==> src/rtl/pls_pkg.sv <==
`timescale 1ns / 1ps

package pls_pkg;

  // Sample format: unsigned fixed point with this many fraction bits.
  localparam int unsigned FRAC_BITS = 8;
  localparam int unsigned ESC_W     = 16 + FRAC_BITS;

  // Palette geometry.
  localparam int unsigned PAL_ENTRIES = 16;
  localparam int unsigned PAL_IDX_W   = $clog2(PAL_ENTRIES);

  // The divide by six is a halving followed by a reciprocal multiply by three.
  // This is exact for every dividend below 2^(ESC_W - 1).
  localparam int unsigned HALF_W    = ESC_W - 1;
  localparam int unsigned DIV_SHIFT = ESC_W;
  localparam logic [HALF_W-1:0] DIV3_MUL = HALF_W'(((64'd1 << DIV_SHIFT) + 64'd2) / 64'd3);

  // Configuration register indexes.
  localparam int unsigned CFG_IDX_W = 2;
  localparam logic [CFG_IDX_W-1:0] CFG_MAX_ITERATIONS    = CFG_IDX_W'(0);
  localparam logic [CFG_IDX_W-1:0] CFG_SAMPLES_PER_PIXEL = CFG_IDX_W'(1);
  localparam int unsigned CFG_DATA_W = 16;

  // Register reset values.
  localparam logic [15:0] MAX_ITER_RESET = 16'd1024;
  localparam logic [7:0]  SPP_RESET      = 8'd1;

  typedef struct packed {
    logic [7:0] red;
    logic [7:0] green;
    logic [7:0] blue;
  } rgb8_t;

  // Gradient palette.
  function automatic rgb8_t palette_color(input logic [PAL_IDX_W-1:0] idx);
    rgb8_t c;
    unique case (idx)
      4'd0:    c = '{8'h07, 8'h00, 8'h5D};
      4'd1:    c = '{8'h11, 8'h19, 8'h87};
      4'd2:    c = '{8'h1E, 8'h4A, 8'hAC};
      4'd3:    c = '{8'h43, 8'h76, 8'hCD};
      4'd4:    c = '{8'h86, 8'hAF, 8'hE1};
      4'd5:    c = '{8'hD0, 8'hE8, 8'hF7};
      4'd6:    c = '{8'hED, 8'hE7, 8'hBE};
      4'd7:    c = '{8'hF5, 8'hC9, 8'h5A};
      4'd8:    c = '{8'hFD, 8'hA8, 8'h01};
      4'd9:    c = '{8'hC8, 8'h81, 8'h01};
      4'd10:   c = '{8'h94, 8'h54, 8'h00};
      4'd11:   c = '{8'h64, 8'h31, 8'h01};
      4'd12:   c = '{8'h42, 8'h12, 8'h06};
      4'd13:   c = '{8'h0E, 8'h03, 8'h0E};
      4'd14:   c = '{8'h05, 8'h00, 8'h26};
      default: c = '{8'h05, 8'h00, 8'h47};
    endcase
    return c;
  endfunction

endpackage

==> src/rtl/palette_lerp_pixel_shader_unit.sv <==
`timescale 1ns / 1ps
// Path: a sample taken into the input register passes the divide and blend registers and reaches
// the output register when it closes a pixel.
// Throughput: one sample per cycle through a four-register pipeline (input, divide,
// blend, accumulate/output); the output register stalls the pipeline only while it is full,
// not being taken, and the next sample closes another pixel.
// Reset: asynchronous, active low; clears all valids, the running color and sample count,
// and loads max_iterations = 1024 and samples_per_pixel = 1.
module palette_lerp_pixel_shader_unit (
  input  logic                                clk_i,
  input  logic                                rst_ni,
  input  logic                                cfg_valid_i,
  output logic                                cfg_ready_o,
  input  logic [pls_pkg::CFG_IDX_W-1:0]       cfg_index_i,
  input  logic [pls_pkg::CFG_DATA_W-1:0]      cfg_data_i,
  input  logic                                in_valid_i,
  output logic                                in_ready_o,
  input  logic [pls_pkg::ESC_W-1:0]           escape_value_i,
  output logic                                out_valid_o,
  input  logic                                out_ready_i,
  output logic [7:0]                          red_o,
  output logic [7:0]                          green_o,
  output logic [7:0]                          blue_o
);

  localparam int unsigned QW = pls_pkg::FRAC_BITS + pls_pkg::PAL_IDX_W;
  localparam int unsigned PW = 2 * pls_pkg::HALF_W;
  localparam int unsigned MW = 2 * 8 + 1;

  // Configuration registers.
  logic [15:0] max_iter_q;
  logic [7:0]  spp_q;

  // Pipeline registers.
  logic                       s1_valid_q, s2_valid_q, s3_valid_q;
  logic [pls_pkg::ESC_W-1:0]  s1_esc_q;
  logic [QW-1:0]              s2_q_q, s2_q_d;
  logic                       s2_black_q, s2_black_d;
  pls_pkg::rgb8_t             s3_color_q, s3_color_d;

  // Accumulator and output registers.
  pls_pkg::rgb8_t running_q, running_d;
  logic [7:0]     count_q, count_d;
  logic           out_valid_q;
  pls_pkg::rgb8_t out_q;

  logic s1_ready, s2_ready, s3_ready, out_free, emit, acc_fire;
  logic [PW-1:0] prod;
  logic [7:0]    limit;

  // Configuration writes are always taken.
  assign cfg_ready_o = 1'b1;

  // Elastic pipeline control: a stage takes new data when it is empty or moves on.
  assign out_free = !out_valid_q || out_ready_i;
  assign acc_fire = s3_valid_q && (!emit || out_free);
  assign s3_ready = !s3_valid_q || acc_fire;
  assign s2_ready = !s2_valid_q || s3_ready;
  assign s1_ready = !s1_valid_q || s2_ready;
  assign in_ready_o = s1_ready;

  // Stage 1: divide by six through a reciprocal multiply and test the iteration limit.
  assign prod       = PW'(s1_esc_q[pls_pkg::ESC_W-1:1]) * PW'(pls_pkg::DIV3_MUL);
  assign s2_q_d     = prod[pls_pkg::DIV_SHIFT +: QW];
  assign s2_black_d = s1_esc_q >= {max_iter_q, {pls_pkg::FRAC_BITS{1'b0}}};

  // Linear blend of one channel between two palette entries.
  function automatic logic [7:0] blend(input logic [7:0] c0, input logic [7:0] c1,
                                       input logic [pls_pkg::FRAC_BITS-1:0] f);
    logic [MW-1:0] w0;
    logic [MW-1:0] sum;
    w0  = MW'(1 << pls_pkg::FRAC_BITS) - MW'(f);
    sum = MW'(c0) * w0 + MW'(c1) * MW'(f);
    return sum[pls_pkg::FRAC_BITS +: 8];
  endfunction

  // Stage 2: palette lookup and blend toward the next entry, which wraps around; black past the iteration limit.
  always_comb begin
    logic [pls_pkg::PAL_IDX_W-1:0] idx;
    logic [pls_pkg::FRAC_BITS-1:0] frac;
    pls_pkg::rgb8_t c0, c1;
    idx  = s2_q_q[pls_pkg::FRAC_BITS +: pls_pkg::PAL_IDX_W];
    frac = s2_q_q[pls_pkg::FRAC_BITS-1:0];
    c0   = pls_pkg::palette_color(idx);
    c1   = pls_pkg::palette_color(idx + 1'b1);
    if (s2_black_q) begin
      s3_color_d = '0;
    end else begin
      s3_color_d.red   = blend(c0.red,   c1.red,   frac);
      s3_color_d.green = blend(c0.green, c1.green, frac);
      s3_color_d.blue  = blend(c0.blue,  c1.blue,  frac);
    end
  end

  // Stage 3: pairwise averaging and pixel completion.
  assign limit = (spp_q == 8'd0) ? 8'd1 : spp_q;

  always_comb begin
    logic [8:0] r_sum, g_sum, b_sum;
    logic [7:0] cnt_inc;
    r_sum   = 9'(running_q.red)   + 9'(s3_color_q.red);
    g_sum   = 9'(running_q.green) + 9'(s3_color_q.green);
    b_sum   = 9'(running_q.blue)  + 9'(s3_color_q.blue);
    cnt_inc = count_q + 8'd1;
    if (count_q == 8'd0) begin
      running_d = s3_color_q;
    end else begin
      running_d = '{r_sum[8:1], g_sum[8:1], b_sum[8:1]};
    end
    emit    = (cnt_inc >= limit) || (cnt_inc == 8'd0);
    count_d = emit ? 8'd0 : cnt_inc;
  end

  // Control and configuration state.
  always_ff @(posedge clk_i or negedge rst_ni) begin
    if (!rst_ni) begin
      max_iter_q  <= pls_pkg::MAX_ITER_RESET;
      spp_q       <= pls_pkg::SPP_RESET;
      s1_valid_q  <= 1'b0;
      s2_valid_q  <= 1'b0;
      s3_valid_q  <= 1'b0;
      out_valid_q <= 1'b0;
      running_q   <= '0;
      count_q     <= 8'd0;
    end else begin
      if (cfg_valid_i) begin
        if (cfg_index_i == pls_pkg::CFG_MAX_ITERATIONS) begin
          max_iter_q <= cfg_data_i[15:0];
        end else if (cfg_index_i == pls_pkg::CFG_SAMPLES_PER_PIXEL) begin
          spp_q <= cfg_data_i[7:0];
        end
      end
      if (s1_ready) begin
        s1_valid_q <= in_valid_i;
      end
      if (s2_ready) begin
        s2_valid_q <= s1_valid_q;
      end
      if (s3_ready) begin
        s3_valid_q <= s2_valid_q;
      end
      if (acc_fire) begin
        running_q <= running_d;
        count_q   <= count_d;
      end
      if (acc_fire && emit) begin
        out_valid_q <= 1'b1;
      end else if (out_ready_i) begin
        out_valid_q <= 1'b0;
      end
    end
  end

  // Payload registers.
  always_ff @(posedge clk_i) begin
    if (s1_ready) begin
      s1_esc_q <= escape_value_i;
    end
    if (s2_ready) begin
      s2_q_q     <= s2_q_d;
      s2_black_q <= s2_black_d;
    end
    if (s3_ready) begin
      s3_color_q <= s3_color_d;
    end
    if (acc_fire && emit) begin
      out_q <= running_d;
    end
  end

  assign out_valid_o = out_valid_q;
  assign red_o       = out_q.red;
  assign green_o     = out_q.green;
  assign blue_o      = out_q.blue;

endmodule

==> config.mk <==
export PLATFORM = sky130hd
export DESIGN_NAME = palette_lerp_pixel_shader_unit
export DESIGN_NICKNAME = d
export VERILOG_FILES = /design/src/rtl/pls_pkg.sv /design/src/rtl/palette_lerp_pixel_shader_unit.sv
export SDC_FILE = /design/constraint.sdc
export NUM_CORES = 2
export LEC_CHECK = 0
export BUFFER_PORTS_ARGS = -buffer_cell sky130_fd_sc_hd__buf_2
export CORE_ASPECT_RATIO = 2
export CORE_UTILIZATION = 70
export DETAILED_ROUTE_END_ITERATION = 7
export PLACE_DENSITY_LB_ADDON = 0.15
export SLEW_MARGIN = 20
export SYNTH_ARGS = -nofsm -noshare
export SYNTH_HDL_FRONTEND = slang
export SYNTH_SLANG_ARGS = --single-unit
==> constraint.sdc <==
create_clock -name clk_i -period 17.4 [get_ports clk_i]
set_input_delay 1.74 -clock clk_i [delete_from_list [all_inputs] [get_ports clk_i]]
set_output_delay 1.74 -clock clk_i [all_outputs]
set_load 0.02 [all_outputs]
==> flow_summary.json <==
{
  "status": "finished clean",
  "slew_violations": 0,
  "dp_hpwl_um": 70400,
  "port-buffer-count": 72,
  "cp_cell_sequence": "ha_1 -> xor2_1 -> nor2_1 -> a21oi_1 -> nand2_1 -> a21oi_1 -> nor2b_1 -> fa_1 -> inv_1 -> fa_1 -> inv_1 -> fa_1 -> fa_1 -> fa_1 -> fa_1 -> ha_1 -> o21ai_0 -> nor4_1 -> o2111ai_1 -> nand3_1 -> nand3_1 -> a21boi_0 -> o21a_1 -> nor3_1",
  "synth_cells": 3091,
  "regArea_mm2": 0.00454,
  "synth-async-reset-ratio": 0.355,
  "postLayoutSetupSlackWorst_ns": 8.55,
  "clk_latency_ns": 0.45,
  "synth_top_family_by_area": "adder cells",
  "nets": 4058,
  "h-tree-depth": 4,
  "cp_max_fo": 22,
  "path_clk_slew_ns": 0.07,
  "yosys_warnings": 0,
  "synth-compound-area-share": 0.0688,
  "synthToLayoutAreaGrowth_pct": 5.24,
  "critPathArrivalTime_ns": 9.02,
  "hold_viol_final": 0,
  "worst_pin_slew_ns": 1.14,
  "die_w_um": 147,
  "rows": 106,
  "filler_cell_count": 3107,
  "synthDistinctLibCells": 91,
  "synth_fa_ha_area_frac": 0.494,
  "tns_ns": 0,
  "synth_edf_count": 85,
  "synth-main-ff-cell": "edfxtp_1",
  "fmaxAchievable_ghz": 0.113,
  "synth_area_mm2": 0.0295,
  "holdCritPathClass": "reg -> reg",
  "slew_headroom": 0.234,
  "overflow": 0,
  "hold_depth": 1,
  "cts_buffers": 17,
  "finalCritPeriodShare": 0.509,
  "crit_required_ns": 17.56,
  "syn_nets": 4024,
  "r2r_cells": 24,
  "viasPerCell": 6.00,
  "worstHoldEndpoint": "s2_valid_q",
  "cts_hold_repair.buffers": 0,
  "synth-simple-area-share": 0.124,
  "grt_pass1_vias": 25100,
  "cts_tree": "done",
  "final_layout_size_suffix_gt1_frac": 0.0669,
  "vias": 22100,
  "cts-resized-gates": 0,
  "clock_path_buffers": 2,
  "n_antenna_cell": 0,
  "drt_pass1_iterations": 5,
  "cp_common_cell": "fa_1",
  "wl_per_cell_um": 23.1,
  "syn_avg_cell_area_um2": 9.54,
  "start_util": 0.708,
  "remaining_drc_errors": 0,
  "finalClockSkew_ns": 0.0106,
  "grt_pass1_wl_um": 131000,
  "post-synth-top-area-cell": "fa_1",
  "die-area_mm2": 0.0430,
  "die_h_um": 292,
  "cts_setup_buffers": 0,
  "cpMaxStageDelayCell": "xor2_1",
  "synth_mux_area_frac": 0.0216,
  "grt_antenna_before_repair": 0,
  "clkSinkCount": 169,
  "ctsRootBufferMaster": "clkbuf_16",
  "coreArea_mm2": 0.0416,
  "ant_nets": 0,
  "yosysTopAreaCellShare": 0.313,
  "r2r-start": "s2_q_q[8]",
  "grtUsageTotal": 0.415,
  "yosys.area_share.xor_xnor": 0.0294,
  "startpoint_type": "register",
  "cap_violations": 0,
  "cp-end-kind": "register",
  "setup_violations": 0,
  "place_congestion": 1.05,
  "period_needed_ns": 8.85,
  "seq_area_frac_synth": 0.154,
  "drt_iter0_drc": 1225,
  "crit_type": "reg -> reg",
  "hold_start": "s1_valid_q",
  "yosys-top-cells-area": "fa_1 31%, ha_1 18%, inv_1 9.6%",
  "grt_max_degree": 61,
  "wirelength_um": 85000,
  "grt_setup_unrepaired": "no",
  "reg2reg_slack_ns": 8.55,
  "preCtsSetupSlack_ns": 8.66,
  "r2r_end": "s3_color_q[14]",
  "multi_input_area_mm2": 0.0218,
  "ios": 74,
  "ys_seq_elements": 169,
  "critPathMaxStageDelay_ns": 0.84
}
## cell usage after synthesis (7+ instances only)
library cell	n
buf_2	12
nor2_1	103
a21oi_1	91
xnor2_1	66
and2_1	218
inv_1	751
nand2_1	243
mux2_2	38
nand3_1	24
o21a_1	14
o21ai_0	71
nand2b_1	22
o22ai_1	12
a211oi_1	10
buf_1	7
mux2i_1	17
ha_1	425
a31oi_1	7
nor3_1	24
edfxtp_1	85
xor2_1	33
nor2b_1	29
a21o_1	20
dfxtp_1	24
clkbuf_1	65
o211ai_1	7
and3_1	11
nor4_1	8
dfrtp_1	58
fa_1	461
nand4_1	12
## placed cells by master (no fill, tap or decap), drive strengths merged, types with 14 or more instances in the layout
master	count
nor3	25
a21o	20
mux2	39
buf	103
fa	461
nand2	243
mux2i	18
dfxtp	24
edfxtp	85
nor2b	29
o21ai	76
ha	425
o21a	14
nor2	104
nand3	25
xor2	33
nand2b	22
inv	760
a21oi	91
and2	218
clkbuf	18
xnor2	66
dfrtp	58
## routing by layer
| layer | routed length (µm) | share of wire | global-route usage |
|---|---|---|---|
| met2 | 45800 | 0.54 | 0.771 |
| met3 | 4040 | 0.048 | 0.0688 |
| met5 | 0 | 0 | 0 |
| met4 | 11600 | 0.14 | 0.473 |
| met1 | 23600 | 0.28 | 0.335 |
## kinds of logic after synthesis
| kind of cell | after synthesis |
|---|---|
| simple gates | 721 |
| mux | 57 |
| xor+xnor | 99 |
| compound gates | 312 |
| fa+ha+maj | 888 |
| other cells | 1 |
| flops | 169 |
| buf+inv | 844 |
## how the worst max path moves through the flow
stage                         start             end  cells past startpoint
final                     s2_q_q[8]  s3_color_q[14]                     24
after global placement    s2_q_q[0]   s3_color_q[7]                     26
after floorplan           s2_q_q[8]  s3_color_q[23]                     28
after global routing      s2_q_q[8]  s3_color_q[14]                     24
after detailed placement  s2_q_q[8]   s3_color_q[6]                     20
after CTS                 s2_q_q[8]   s3_color_q[6]                     20
## layout make-up
type / instances / share of cell area
clock buffers: 18 / 0.0138
clock inverters: 14 / 0.00492
inverters: 756 / 0.0915
multi-input cells: 2078 / 0.703
flip-flops and latches: 169 / 0.146
well taps: 540 / 0.0218
repair buffers: 103 / 0.0191
## critical path, delay by kind of cell (launching register included)
kind	cells	cell delay, ns
fa+ha+maj	8	4.20
xor+xnor	1	0.84
flops	1	0.80
compound gates	6	1.55
buf+inv	2	0.10
simple gates	7	1.04
## metrics by stage
stage / hold slack, ns / utilization / std cells / cell area, µm²
after CTS: 0.495 / 0.745 / 3678 / 31000
after global routing: 0.501 / 0.745 / 3678 / 31000
after global placement: 0.447 / 0.731 / 3646 / 30400
after floorplan: 0.435 / - / 3091 / 29500
after detailed placement: 0.478 / 0.731 / 3646 / 30400
final: 0.492 / 0.745 / 3678 / 31000
Power is left out: the tool's default activity adds up to more than one toggle a clock period on the data nets, which glitch-free logic cannot reach.
